<file path="src/hw/rtl/tpc_pkg.sv">
`timescale 1ns / 1ps
// ----------------------------------------------------------------------------
// tpc_pkg
// Shared types and constants for the transpose priority cache.
// ----------------------------------------------------------------------------
package tpc_pkg;

    // Field widths
    localparam int OP_W  = 2;
    localparam int KEY_W = 32;
    localparam int VAL_W = 64;
    localparam int POS_W = 4;
    localparam int CAP_W = 5;

    // Capacity after reset, before clamping to the table size
    localparam int CAPACITY_RESET = 16;

    // Operation codes
    localparam logic [OP_W-1:0] OP_LOOKUP = 2'd0;
    localparam logic [OP_W-1:0] OP_INSERT = 2'd1;
    localparam logic [OP_W-1:0] OP_READ   = 2'd2;

    // Key returned when nothing is found
    localparam logic [KEY_W-1:0] KEY_NOT_FOUND = {KEY_W{1'b1}};

    // Controller states
    typedef enum logic [1:0] {
        ST_IDLE,
        ST_COMPARE,
        ST_UPDATE
    } tpc_state_t;

    // Controller to datapath commands
    typedef struct packed {
        logic capture;   // latch the incoming transaction
        logic compare;   // compare key against all entries, register match vector
        logic commit;    // apply state update and load the result register
    } tpc_cmd_t;

endpackage

</file>
<file path="src/hw/rtl/tpc_ctrl.sv">
`timescale 1ns / 1ps
// ----------------------------------------------------------------------------
// tpc_ctrl
// Sequencer for the cache: capture, compare, update, and the result valid flag.
// ----------------------------------------------------------------------------
module tpc_ctrl
    import tpc_pkg::*;
(
    input  logic     aclk,
    input  logic     aresetn,
    input  logic     s_valid,
    output logic     s_ready,
    output logic     m_valid,
    input  logic     m_ready,
    output tpc_cmd_t cmd
);

    tpc_state_t state_reg, state_next;
    logic       m_valid_reg, m_valid_next;
    logic       out_free;

    // Result register can take a new transaction when empty or being drained
    assign out_free = !m_valid_reg || m_ready;

    // State and valid registers
    always_ff @(posedge aclk) begin
        if (!aresetn) begin
            state_reg   <= ST_IDLE;
            m_valid_reg <= 1'b0;
        end else begin
            state_reg   <= state_next;
            m_valid_reg <= m_valid_next;
        end
    end

    // Next state and commands
    always_comb begin
        state_next  = state_reg;
        s_ready     = 1'b0;
        cmd.capture = 1'b0;
        cmd.compare = 1'b0;
        cmd.commit  = 1'b0;
        unique case (state_reg)
            ST_IDLE: begin
                s_ready = 1'b1;
                if (s_valid) begin
                    cmd.capture = 1'b1;
                    state_next  = ST_COMPARE;
                end
            end
            ST_COMPARE: begin
                cmd.compare = 1'b1;
                state_next  = ST_UPDATE;
            end
            ST_UPDATE: begin
                if (out_free) begin
                    cmd.commit = 1'b1;
                    s_ready    = 1'b1;
                    if (s_valid) begin
                        cmd.capture = 1'b1;
                        state_next  = ST_COMPARE;
                    end else begin
                        state_next  = ST_IDLE;
                    end
                end
            end
            default: begin
                state_next = ST_IDLE;
            end
        endcase

        // Result valid flag
        if (cmd.commit) begin
            m_valid_next = 1'b1;
        end else if (m_ready) begin
            m_valid_next = 1'b0;
        end else begin
            m_valid_next = m_valid_reg;
        end
    end

    assign m_valid = m_valid_reg;

`ifndef SYNTHESIS
    // A commit never overwrites a result that is still waiting
    assert property (@(posedge aclk) disable iff (!aresetn)
        cmd.commit |-> (!m_valid_reg || m_ready))
        else $error("tpc_ctrl: result overwritten");

    // A captured transaction is compared in the next cycle
    assert property (@(posedge aclk) disable iff (!aresetn)
        cmd.capture |=> (state_reg == ST_COMPARE))
        else $error("tpc_ctrl: capture not followed by compare");

    // Compare is always followed by the update step
    assert property (@(posedge aclk) disable iff (!aresetn)
        cmd.compare |=> (state_reg == ST_UPDATE))
        else $error("tpc_ctrl: compare not followed by update");

    // Result valid only rises after a commit
    assert property (@(posedge aclk) disable iff (!aresetn)
        $rose(m_valid_reg) |-> $past(cmd.commit))
        else $error("tpc_ctrl: result valid without commit");
`endif

endmodule

</file>
<file path="src/hw/rtl/tpc_datapath.sv">
`timescale 1ns / 1ps
// ----------------------------------------------------------------------------
// tpc_datapath
// Entry row, fill count, capacity, last hit key, compare and result registers.
// ----------------------------------------------------------------------------
module tpc_datapath
    import tpc_pkg::*;
#(
    parameter int MAX_ENTRIES = 16
)
(
    input  logic              aclk,
    input  logic              aresetn,
    input  tpc_cmd_t          cmd,
    input  logic [OP_W-1:0]   s_op,
    input  logic [KEY_W-1:0]  s_key,
    input  logic [VAL_W-1:0]  s_value_in,
    input  logic [POS_W-1:0]  s_position,
    input  logic              cfg_write,
    input  logic [CAP_W-1:0]  cfg_capacity_in_use,
    output logic              m_found,
    output logic [VAL_W-1:0]  m_value_out,
    output logic [KEY_W-1:0]  m_key_out
);

    localparam int CNT_W   = $clog2(MAX_ENTRIES + 1);
    localparam int CMP_W   = (CNT_W > CAP_W) ? CNT_W : CAP_W;
    localparam int CAP_RST = (CAPACITY_RESET > MAX_ENTRIES) ? MAX_ENTRIES : CAPACITY_RESET;

    // Entry row
    logic [KEY_W-1:0] keys_reg   [MAX_ENTRIES];
    logic [KEY_W-1:0] keys_next  [MAX_ENTRIES];
    logic [VAL_W-1:0] vals_reg   [MAX_ENTRIES];
    logic [VAL_W-1:0] vals_next  [MAX_ENTRIES];
    logic             entry_we;

    // Control state
    logic [CNT_W-1:0] fill_reg, fill_next;
    logic [CNT_W-1:0] cap_reg, cap_next;
    logic [KEY_W-1:0] last_hit_reg, last_hit_next;

    // Captured transaction
    logic [OP_W-1:0]  op_reg;
    logic [KEY_W-1:0] key_reg;
    logic [VAL_W-1:0] value_reg;
    logic [POS_W-1:0] pos_reg;

    // Match vector from the compare step
    logic [MAX_ENTRIES-1:0] match_reg, match_next;
    logic [MAX_ENTRIES-1:0] first_hit;

    // Result register
    logic             found_reg, found_next;
    logic [VAL_W-1:0] value_out_reg, value_out_next;
    logic [KEY_W-1:0] key_out_reg, key_out_next;

    // Update step signals
    logic             hit;
    logic             seen;
    logic             do_swap;
    logic             do_insert;
    logic             rd_ok;
    logic [VAL_W-1:0] hit_value;
    logic [KEY_W-1:0] rd_key;
    logic [CNT_W-1:0] ins_fill;

    // Capture the incoming transaction
    always_ff @(posedge aclk) begin
        if (cmd.capture) begin
            op_reg    <= s_op;
            key_reg   <= s_key;
            value_reg <= s_value_in;
            pos_reg   <= s_position;
        end
    end

    // Parallel compare across the filled entries
    always_comb begin
        for (int j = 0; j < MAX_ENTRIES; j++) begin
            match_next[j] = (keys_reg[j] == key_reg) && (CNT_W'(j) < fill_reg);
        end
    end

    always_ff @(posedge aclk) begin
        if (cmd.compare) begin
            match_reg <= match_next;
        end
    end

    // First hit from the front, as a one-hot vector, and its value
    always_comb begin
        seen      = 1'b0;
        hit_value = '0;
        for (int j = 0; j < MAX_ENTRIES; j++) begin
            first_hit[j] = match_reg[j] && !seen;
            seen         = seen || match_reg[j];
            if (first_hit[j]) begin
                hit_value = vals_reg[j];
            end
        end
        hit = seen;
    end

    // Position read
    always_comb begin
        rd_key = '0;
        for (int j = 0; j < MAX_ENTRIES; j++) begin
            if (CMP_W'(pos_reg) == CMP_W'(j)) begin
                rd_key = keys_reg[j];
            end
        end
        rd_ok = (CMP_W'(pos_reg) < CMP_W'(cap_reg)) && (CMP_W'(pos_reg) < CMP_W'(fill_reg));
    end

    // Update decisions
    assign do_insert = cmd.commit && (op_reg == OP_INSERT);
    assign do_swap   = cmd.commit && (op_reg == OP_LOOKUP) && hit
                       && (last_hit_reg == key_reg) && !first_hit[0];
    assign ins_fill  = (fill_reg < cap_reg) ? fill_reg + CNT_W'(1) : fill_reg;
    assign entry_we  = do_insert || do_swap;

    // Next entry row: shift on insert, transpose with predecessor on repeat hit
    always_comb begin
        for (int j = 0; j < MAX_ENTRIES; j++) begin
            keys_next[j] = keys_reg[j];
            vals_next[j] = vals_reg[j];
        end
        if (do_insert) begin
            keys_next[0] = key_reg;
            vals_next[0] = value_reg;
            for (int j = 1; j < MAX_ENTRIES; j++) begin
                keys_next[j] = keys_reg[j-1];
                vals_next[j] = vals_reg[j-1];
            end
        end else if (do_swap) begin
            for (int j = 1; j < MAX_ENTRIES; j++) begin
                if (first_hit[j]) begin
                    keys_next[j] = keys_reg[j-1];
                    vals_next[j] = vals_reg[j-1];
                end
            end
            for (int j = 0; j < MAX_ENTRIES - 1; j++) begin
                if (first_hit[j+1]) begin
                    keys_next[j] = keys_reg[j+1];
                    vals_next[j] = vals_reg[j+1];
                end
            end
        end
    end

    always_ff @(posedge aclk) begin
        if (entry_we) begin
            for (int j = 0; j < MAX_ENTRIES; j++) begin
                keys_reg[j] <= keys_next[j];
                vals_reg[j] <= vals_next[j];
            end
        end
    end

    // Fill count, capacity and last hit key
    always_comb begin
        fill_next     = fill_reg;
        cap_next      = cap_reg;
        last_hit_next = last_hit_reg;
        if (cfg_write && (cfg_capacity_in_use != '0)) begin
            if (CMP_W'(cfg_capacity_in_use) > CMP_W'(MAX_ENTRIES)) begin
                cap_next = CNT_W'(MAX_ENTRIES);
            end else begin
                cap_next = CNT_W'(cfg_capacity_in_use);
            end
            fill_next = '0;
        end else if (do_insert) begin
            fill_next = ins_fill;
        end
        if (cmd.commit && (op_reg == OP_LOOKUP) && hit) begin
            last_hit_next = key_reg;
        end
    end

    always_ff @(posedge aclk) begin
        if (!aresetn) begin
            fill_reg     <= '0;
            cap_reg      <= CNT_W'(CAP_RST);
            last_hit_reg <= '0;
        end else begin
            fill_reg     <= fill_next;
            cap_reg      <= cap_next;
            last_hit_reg <= last_hit_next;
        end
    end

    // Result for the current transaction
    always_comb begin
        found_next     = 1'b0;
        value_out_next = '0;
        key_out_next   = KEY_NOT_FOUND;
        case (op_reg)
            OP_LOOKUP: begin
                if (hit) begin
                    found_next     = 1'b1;
                    value_out_next = hit_value;
                    key_out_next   = key_reg;
                end
            end
            OP_READ: begin
                if (rd_ok) begin
                    found_next   = 1'b1;
                    key_out_next = rd_key;
                end
            end
            default: begin
                found_next = 1'b0;
            end
        endcase
    end

    always_ff @(posedge aclk) begin
        if (cmd.commit) begin
            found_reg     <= found_next;
            value_out_reg <= value_out_next;
            key_out_reg   <= key_out_next;
        end
    end

    assign m_found     = found_reg;
    assign m_value_out = value_out_reg;
    assign m_key_out   = key_out_reg;

`ifndef SYNTHESIS
    // Fill never exceeds the capacity in use
    assert property (@(posedge aclk) disable iff (!aresetn)
        fill_reg <= cap_reg)
        else $error("tpc_datapath: fill above capacity");

    // Capacity stays within one and the table size
    assert property (@(posedge aclk) disable iff (!aresetn)
        (cap_reg != '0) && (CMP_W'(cap_reg) <= CMP_W'(MAX_ENTRIES)))
        else $error("tpc_datapath: capacity out of range");

    // An insert without a capacity write in the same cycle leaves at least one entry
    assert property (@(posedge aclk) disable iff (!aresetn)
        (do_insert && !cfg_write) |=> (fill_reg != '0))
        else $error("tpc_datapath: empty after insert");
`endif

endmodule

</file>
<file path="src/hw/rtl/transpose_priority_cache.sv">
`timescale 1ns / 1ps
// ----------------------------------------------------------------------------
// transpose_priority_cache
// Ordered key/value cache with insert at front, tail eviction, and
// transposition of repeatedly hit entries toward the front.
// ----------------------------------------------------------------------------
//  Channel   Direction  Handshake              Payload
//  s_*       in         s_valid / s_ready      op, key, value_in, position
//  m_*       out        m_valid / m_ready      found, value_out, key_out
//  cfg_*     in         cfg_valid / cfg_ready  capacity_in_use
//
//  Each transaction has a compare step for the parallel key compare across the
//  entry row, then an update step for the priority pick, entry update and result.
//  Result appears in m_* the cycle after the update step.
//  Reset (aresetn low, synchronous) empties the cache, sets capacity to the
//  table size (at most 16) and clears the last hit key.
//  A stalled result holds the update step; a new transaction is still taken
//  in the idle state while an earlier result waits. Configuration is always ready.
// ----------------------------------------------------------------------------
module transpose_priority_cache
    import tpc_pkg::*;
#(
    parameter int MAX_ENTRIES = 16
)
(
    input  logic              aclk,
    input  logic              aresetn,
    input  logic              s_valid,
    output logic              s_ready,
    input  logic [OP_W-1:0]   s_op,
    input  logic [KEY_W-1:0]  s_key,
    input  logic [VAL_W-1:0]  s_value_in,
    input  logic [POS_W-1:0]  s_position,
    output logic              m_valid,
    input  logic              m_ready,
    output logic              m_found,
    output logic [VAL_W-1:0]  m_value_out,
    output logic [KEY_W-1:0]  m_key_out,
    input  logic              cfg_valid,
    output logic              cfg_ready,
    input  logic [CAP_W-1:0]  cfg_capacity_in_use
);

    tpc_cmd_t cmd;

    // Capacity writes are taken at once
    assign cfg_ready = 1'b1;

    // Sequencer
    tpc_ctrl u_ctrl (
        .aclk    (aclk),
        .aresetn (aresetn),
        .s_valid (s_valid),
        .s_ready (s_ready),
        .m_valid (m_valid),
        .m_ready (m_ready),
        .cmd     (cmd)
    );

    // Entry storage and compare logic
    tpc_datapath #(
        .MAX_ENTRIES (MAX_ENTRIES)
    ) u_datapath (
        .aclk                (aclk),
        .aresetn             (aresetn),
        .cmd                 (cmd),
        .s_op                (s_op),
        .s_key               (s_key),
        .s_value_in          (s_value_in),
        .s_position          (s_position),
        .cfg_write           (cfg_valid && cfg_ready),
        .cfg_capacity_in_use (cfg_capacity_in_use),
        .m_found             (m_found),
        .m_value_out         (m_value_out),
        .m_key_out           (m_key_out)
    );

endmodule
</file>
<file path="config.mk">
export PLATFORM = sky130hd
export DESIGN_NAME = transpose_priority_cache
export DESIGN_NICKNAME = d
export VERILOG_FILES = /design/src/hw/rtl/tpc_pkg.sv /design/src/hw/rtl/tpc_ctrl.sv /design/src/hw/rtl/tpc_datapath.sv /design/src/hw/rtl/transpose_priority_cache.sv
export SDC_FILE = /design/constraint.sdc
export NUM_CORES = 2
export LEC_CHECK = 0
export ABC_AREA = 0
export BUFFER_PORTS_ARGS = -buffer_cell sky130_fd_sc_hd__buf_2
export CORE_MARGIN = 1
export CORE_UTILIZATION = 45
export DETAILED_ROUTE_END_ITERATION = 16
export PLACE_DENSITY_LB_ADDON = 0.1
export REMOVE_ABC_BUFFERS = 1
export SYNTH_ARGS = -nofsm -noshare
export SYNTH_HDL_FRONTEND = slang
export SYNTH_SLANG_ARGS = --single-unit
export TNS_END_PERCENT = 100
</file>
<file path="constraint.sdc">
create_clock -name aclk -period 15.1 [get_ports aclk]
set_input_delay 0 -clock aclk [delete_from_list [all_inputs] [get_ports aclk]]
set_output_delay 0 -clock aclk [all_outputs]
set_load 0.01 [all_outputs]
</file>
==> summary.md <==
The layout has 17,400 filler cells. Once layout is complete, the cells apart from fillers number 10,100. The share of power burned in the clock network is 44.4%. Sequential cells were found to cover 58.3% of the synthesized design area.

In this run the horizontal extent of the chip is 453 um. Clock-pin slew of the registers on the worst-case setup and hold paths: 0.06 ns. The critical path is of the register to register type. Hold is met by 0.274 ns. The final critical path takes up 40.2% of the cycle. TritonCTS created 201 clock buffers. The tools report the source of the worst hold timing path as m_ready. The completed layout was analyzed and its total power is 11.2 mW. The worst path arrival time is 6.54 ns. 212 I/O pins were placed. The insertion delay of the later-clocked pin in the worst-skew pair was 0.89 ns; the final hold violation count was 0. The clock net in this run drives a total of 1,796 sinks. Max-cap violations in this run came to 0.

Count of buffers added by post-CTS timing repair for setup: 0. The flow ran to the end, and the final reports show no timing, DRC or antenna violations. In this run the mean area of a mapped cell was 13.4 sq um. The number of nets still failing antenna checks after routing was 0.

Counting flops with a built-in enable in the synthesized netlist gives 1,751. Summed over all cells, the static leakage comes to 34.5 nW. Static timing analysis puts the maximum clock frequency at 165 MHz.

Counting flops with an async set or reset pin after synthesis yields a share of 0%. Setup repair after global routing left no endpoint under its margin. The logs give 0.133 mV for the worst voltage drop across the vdd grid and 105,000 sq um for the final instance area. Data on the critical path is required at its endpoint by 15.58 ns.

The die is 453 um tall. For this run, design rule violations remaining after detail routing come to 0. The pre-antenna-repair detailed-routing pass consisted of 9 iterations.

The total power per unit cell area is 107 nW/um^2, and the post-detailed-routing wire length is 365,000 um. Summing every instance area after synthesis gives 91,700 sq um. After global routing the overflow that remains totals 0.

The internal power of the cells totals 8.54 mW. The classification of the worst-slack hold path was primary input to register. The initialized floorplan defines 165 standard-cell rows. The most numerous cell type found on the critical path is buf_4.

The worst pin sits at a relative slew slack of 2.87%. The number of antenna violations at the first check in global routing was 23. For the final database, setup skew stands at 0.0484 ns. Number of storage elements in the synthesis netlist: 1,796. The tools report the setup-violating endpoint count in the final report as 0. The area overhead of the layout relative to synthesis came out at 14.7%. The register with the most flip-flops in the layout has 1,024 of them. After floorplanning, the core was sized to cover 202,000 sq um. The tools report the final max-slew violation count as 0.

The Yosys step of the flow raised 0 warnings. The initial utilization of the core area, before any placement, comes to 45.3%. Entering global routing, the biggest net connects 97 pins. The slowest cell on the critical path is edfxtp_1.

Dividing the detail-routed wire length by the instance count gives 36.2 um. Port buffering added 210 buffers. The summed negative setup slack over all endpoints came out at 0 ns. Summing over every cut layer, the via total after detailed routing is 67,100. The number of global-route vias before repair is 62,600, and the placer's final routability congestion estimate is 0.993. Buffers inserted to repair hold after CTS numbered 232.

The slew at the pin with the worst max-slew slack was 1.44 ns; the total of cells resized after clock tree synthesis was 0. CTS built an H-tree with a depth of 4. Tracing the worst setup path back leads to its startpoint at u_datapath.match_reg[2]$_DFFE_PN_. The first global-routing pass estimated 502,000 um of wire. Summed over all nets, the half-perimeter wirelength after detailed placement is 241,000 um.

The worst path needs 6.07 ns of the cycle, external delays included. The kind of end point of the critical path was a register. The sequential group share of total power came out at 49.2%. In the layout the commonest cells are edfxtp_1, mux2_2, nand2_1. The critical path's largest stage delay is 0.95 ns. In this run the deepest clock path goes through 3 buffers. TritonCTS built the clock tree. The tools report the cell count after placement as 9,473. In the synthesized netlist the dominant register cell turns out to be edfxtp_1.

Traced cell by cell, the critical path runs through nor4_4 > buf_4 > nand4_4 > buf_4 > o311a_1 > buf_4 > nand4_1 > buf_4 > o21ai_4 > buf_4 > buf_4. Net switching is 24.1% of the power. The library cell used most frequently in the layout, excluding fill and tap cells, is edfxtp_1. The via-per-instance ratio works out to 6.66.

The logs give 96,400 sq um for the standard cell area after detailed placement and 206,000 sq um for the full die area. In this run the power spent charging and discharging nets is 2.71 mW. The startpoint identified for the worst register-to-register timing path is u_datapath.match_reg[2]$_DFFE_PN_. The top fanout value on the critical path is 38. Clock tree synthesis selected as its root buffer the cell clkbuf_16. The first routing iteration left 10,600 violations. The share of post-route cells with drive strength above 1 was 29.4%; the number of nets in the finished design was 7,359. Post-synthesis cell count: 6,869.

The logs give 34.6% for the total global routing track utilization and 6.4% for the combinational share of power. The worst setup path is launched from a register. The run gives 88 as the number of distinct library cells after synthesis.
## power groups by stage
| stage | clock network [mW] | logic (mW) | registers [mW] |
|---|---|---|---|
| 2_1_floorplan | 0 | 0.291 | 5.69 |
| 3_3_place_gp | 0 | 0.643 | 5.63 |
| 3_5_place_dp | 0 | 0.647 | 5.64 |
| 4_1_cts | 5.05 | 0.694 | 5.53 |
| 5_1_grt | 5.22 | 0.735 | 5.54 |
| 6_report | 5.00 | 0.716 | 5.53 |
## metal layers
layer  track usage (%)  vias up  part of all wire, %
met5             0.280        -                0.032
met4              12.6        8                  3.9
met3              9.77      627                   13
met2              47.6     4616                   41
met1              51.3    34500                   42
li1                  -    27400                    -
## synthesized netlist by cell type (12+ instances only)
library cell / instances / share of area (%)
a21oi_1: 250 / 1.4
xnor2_1: 245 / 2.3
o21ai_0: 256 / 1.4
a2111oi_0: 21 / 0.20
o22ai_1: 103 / 0.70
o22a_1: 21 / 0.20
edfxtp_1: 1751 / 57
o2111ai_1: 15 / 0.14
nand2b_1: 37 / 0.25
dfxtp_1: 45 / 0.98
xor2_1: 302 / 2.9
mux2_2: 1320 / 16
a21boi_0: 35 / 0.29
mux2i_1: 35 / 0.38
buf_1: 144 / 0.59
a211o_1: 15 / 0.14
a22oi_1: 154 / 1.3
a31oi_1: 25 / 0.17
a211oi_1: 34 / 0.28
a222oi_1: 54 / 0.59
o31ai_1: 17 / 0.14
a221o_1: 37 / 0.40
and2_1: 13 / 0.089
a22o_1: 23 / 0.22
nor4_1: 92 / 0.63
buf_4: 12 / 0.098
clkbuf_1: 243 / 0.99
nor2b_1: 43 / 0.29
nand4_1: 71 / 0.48
o211ai_1: 25 / 0.20
nand2_1: 658 / 2.7
nor2_1: 173 / 0.71
mux4_2: 33 / 0.81
nor3_1: 48 / 0.26
a221oi_1: 66 / 0.63
mux2_1: 28 / 0.34
buf_2: 106 / 0.58
a32oi_1: 12 / 0.11
o221ai_1: 32 / 0.31
nand3_1: 42 / 0.23
inv_1: 34 / 0.14
## stage by stage
step / util (%) / setup WS [ns]
finish: 52.0 / 9.03
global route: 52.0 / 8.95
CTS: 52.0 / 9.15
detailed placement: 47.6 / 9.18
global placement: 47.6 / 9.22
floorplan: - / 0.862
## kinds of logic (layout without fill, tap and decap cells)
| logic type | after synthesis | in the layout | synth area share (%) |
|---|---|---|---|
| mux | 1416 | 1416 | 17.7 |
| compound gates | 1288 | 1288 | 9.68 |
| fa+ha+maj | 11 | 11 | 0.150 |
| flops | 1796 | 1796 | 58.3 |
| simple gates | 1268 | 1268 | 6.49 |
| other cells | 1 | 10 | 0.00409 |
| xor+xnor | 547 | 547 | 5.22 |
| buf+inv | 542 | 1079 | 2.41 |
## worst paths after layout
| check | end | slack (ns) | cells past startpoint |
|---|---|---|---|
| worst max-delay path | u_datapath.keys_reg[1][193]$_DFFE_PP_ | 9.03 | 11 |
| worst max register to register | u_datapath.keys_reg[1][193]$_DFFE_PP_ | 9.03 | 11 |
| worst min register to register | u_datapath.last_hit_reg[4]$_SDFFE_PN0N_ | 0.47 | 2 |
| worst min-delay path | u_ctrl.state_reg[1]$_SDFFE_PN0P_ | 0.27 | 5 |
## critical path, delay by kind of cell, from the launching register on
family,cells,cell delay (ns)
simple gates,3,0.39
flops,1,0.95
compound gates,2,1.12
buf+inv,6,2.92
## layout make-up
type / instances / area [sq um] / share of cell area [%]
Clock inverter: 118 / 1250 / 1.19
Inverter: 37 / 139 / 0.132
Tap cell: 2672 / 3340 / 3.18
Antenna cell: 9 / 22.5 / 0.0214
Multi-Input combinational cell: 4531 / 36600 / 34.7
Timing Repair Buffer: 669 / 5150 / 4.90
Clock buffer: 255 / 5270 / 5.01
Sequential cell: 1796 / 53500 / 50.8
Power figures use the tool's default switching activity.
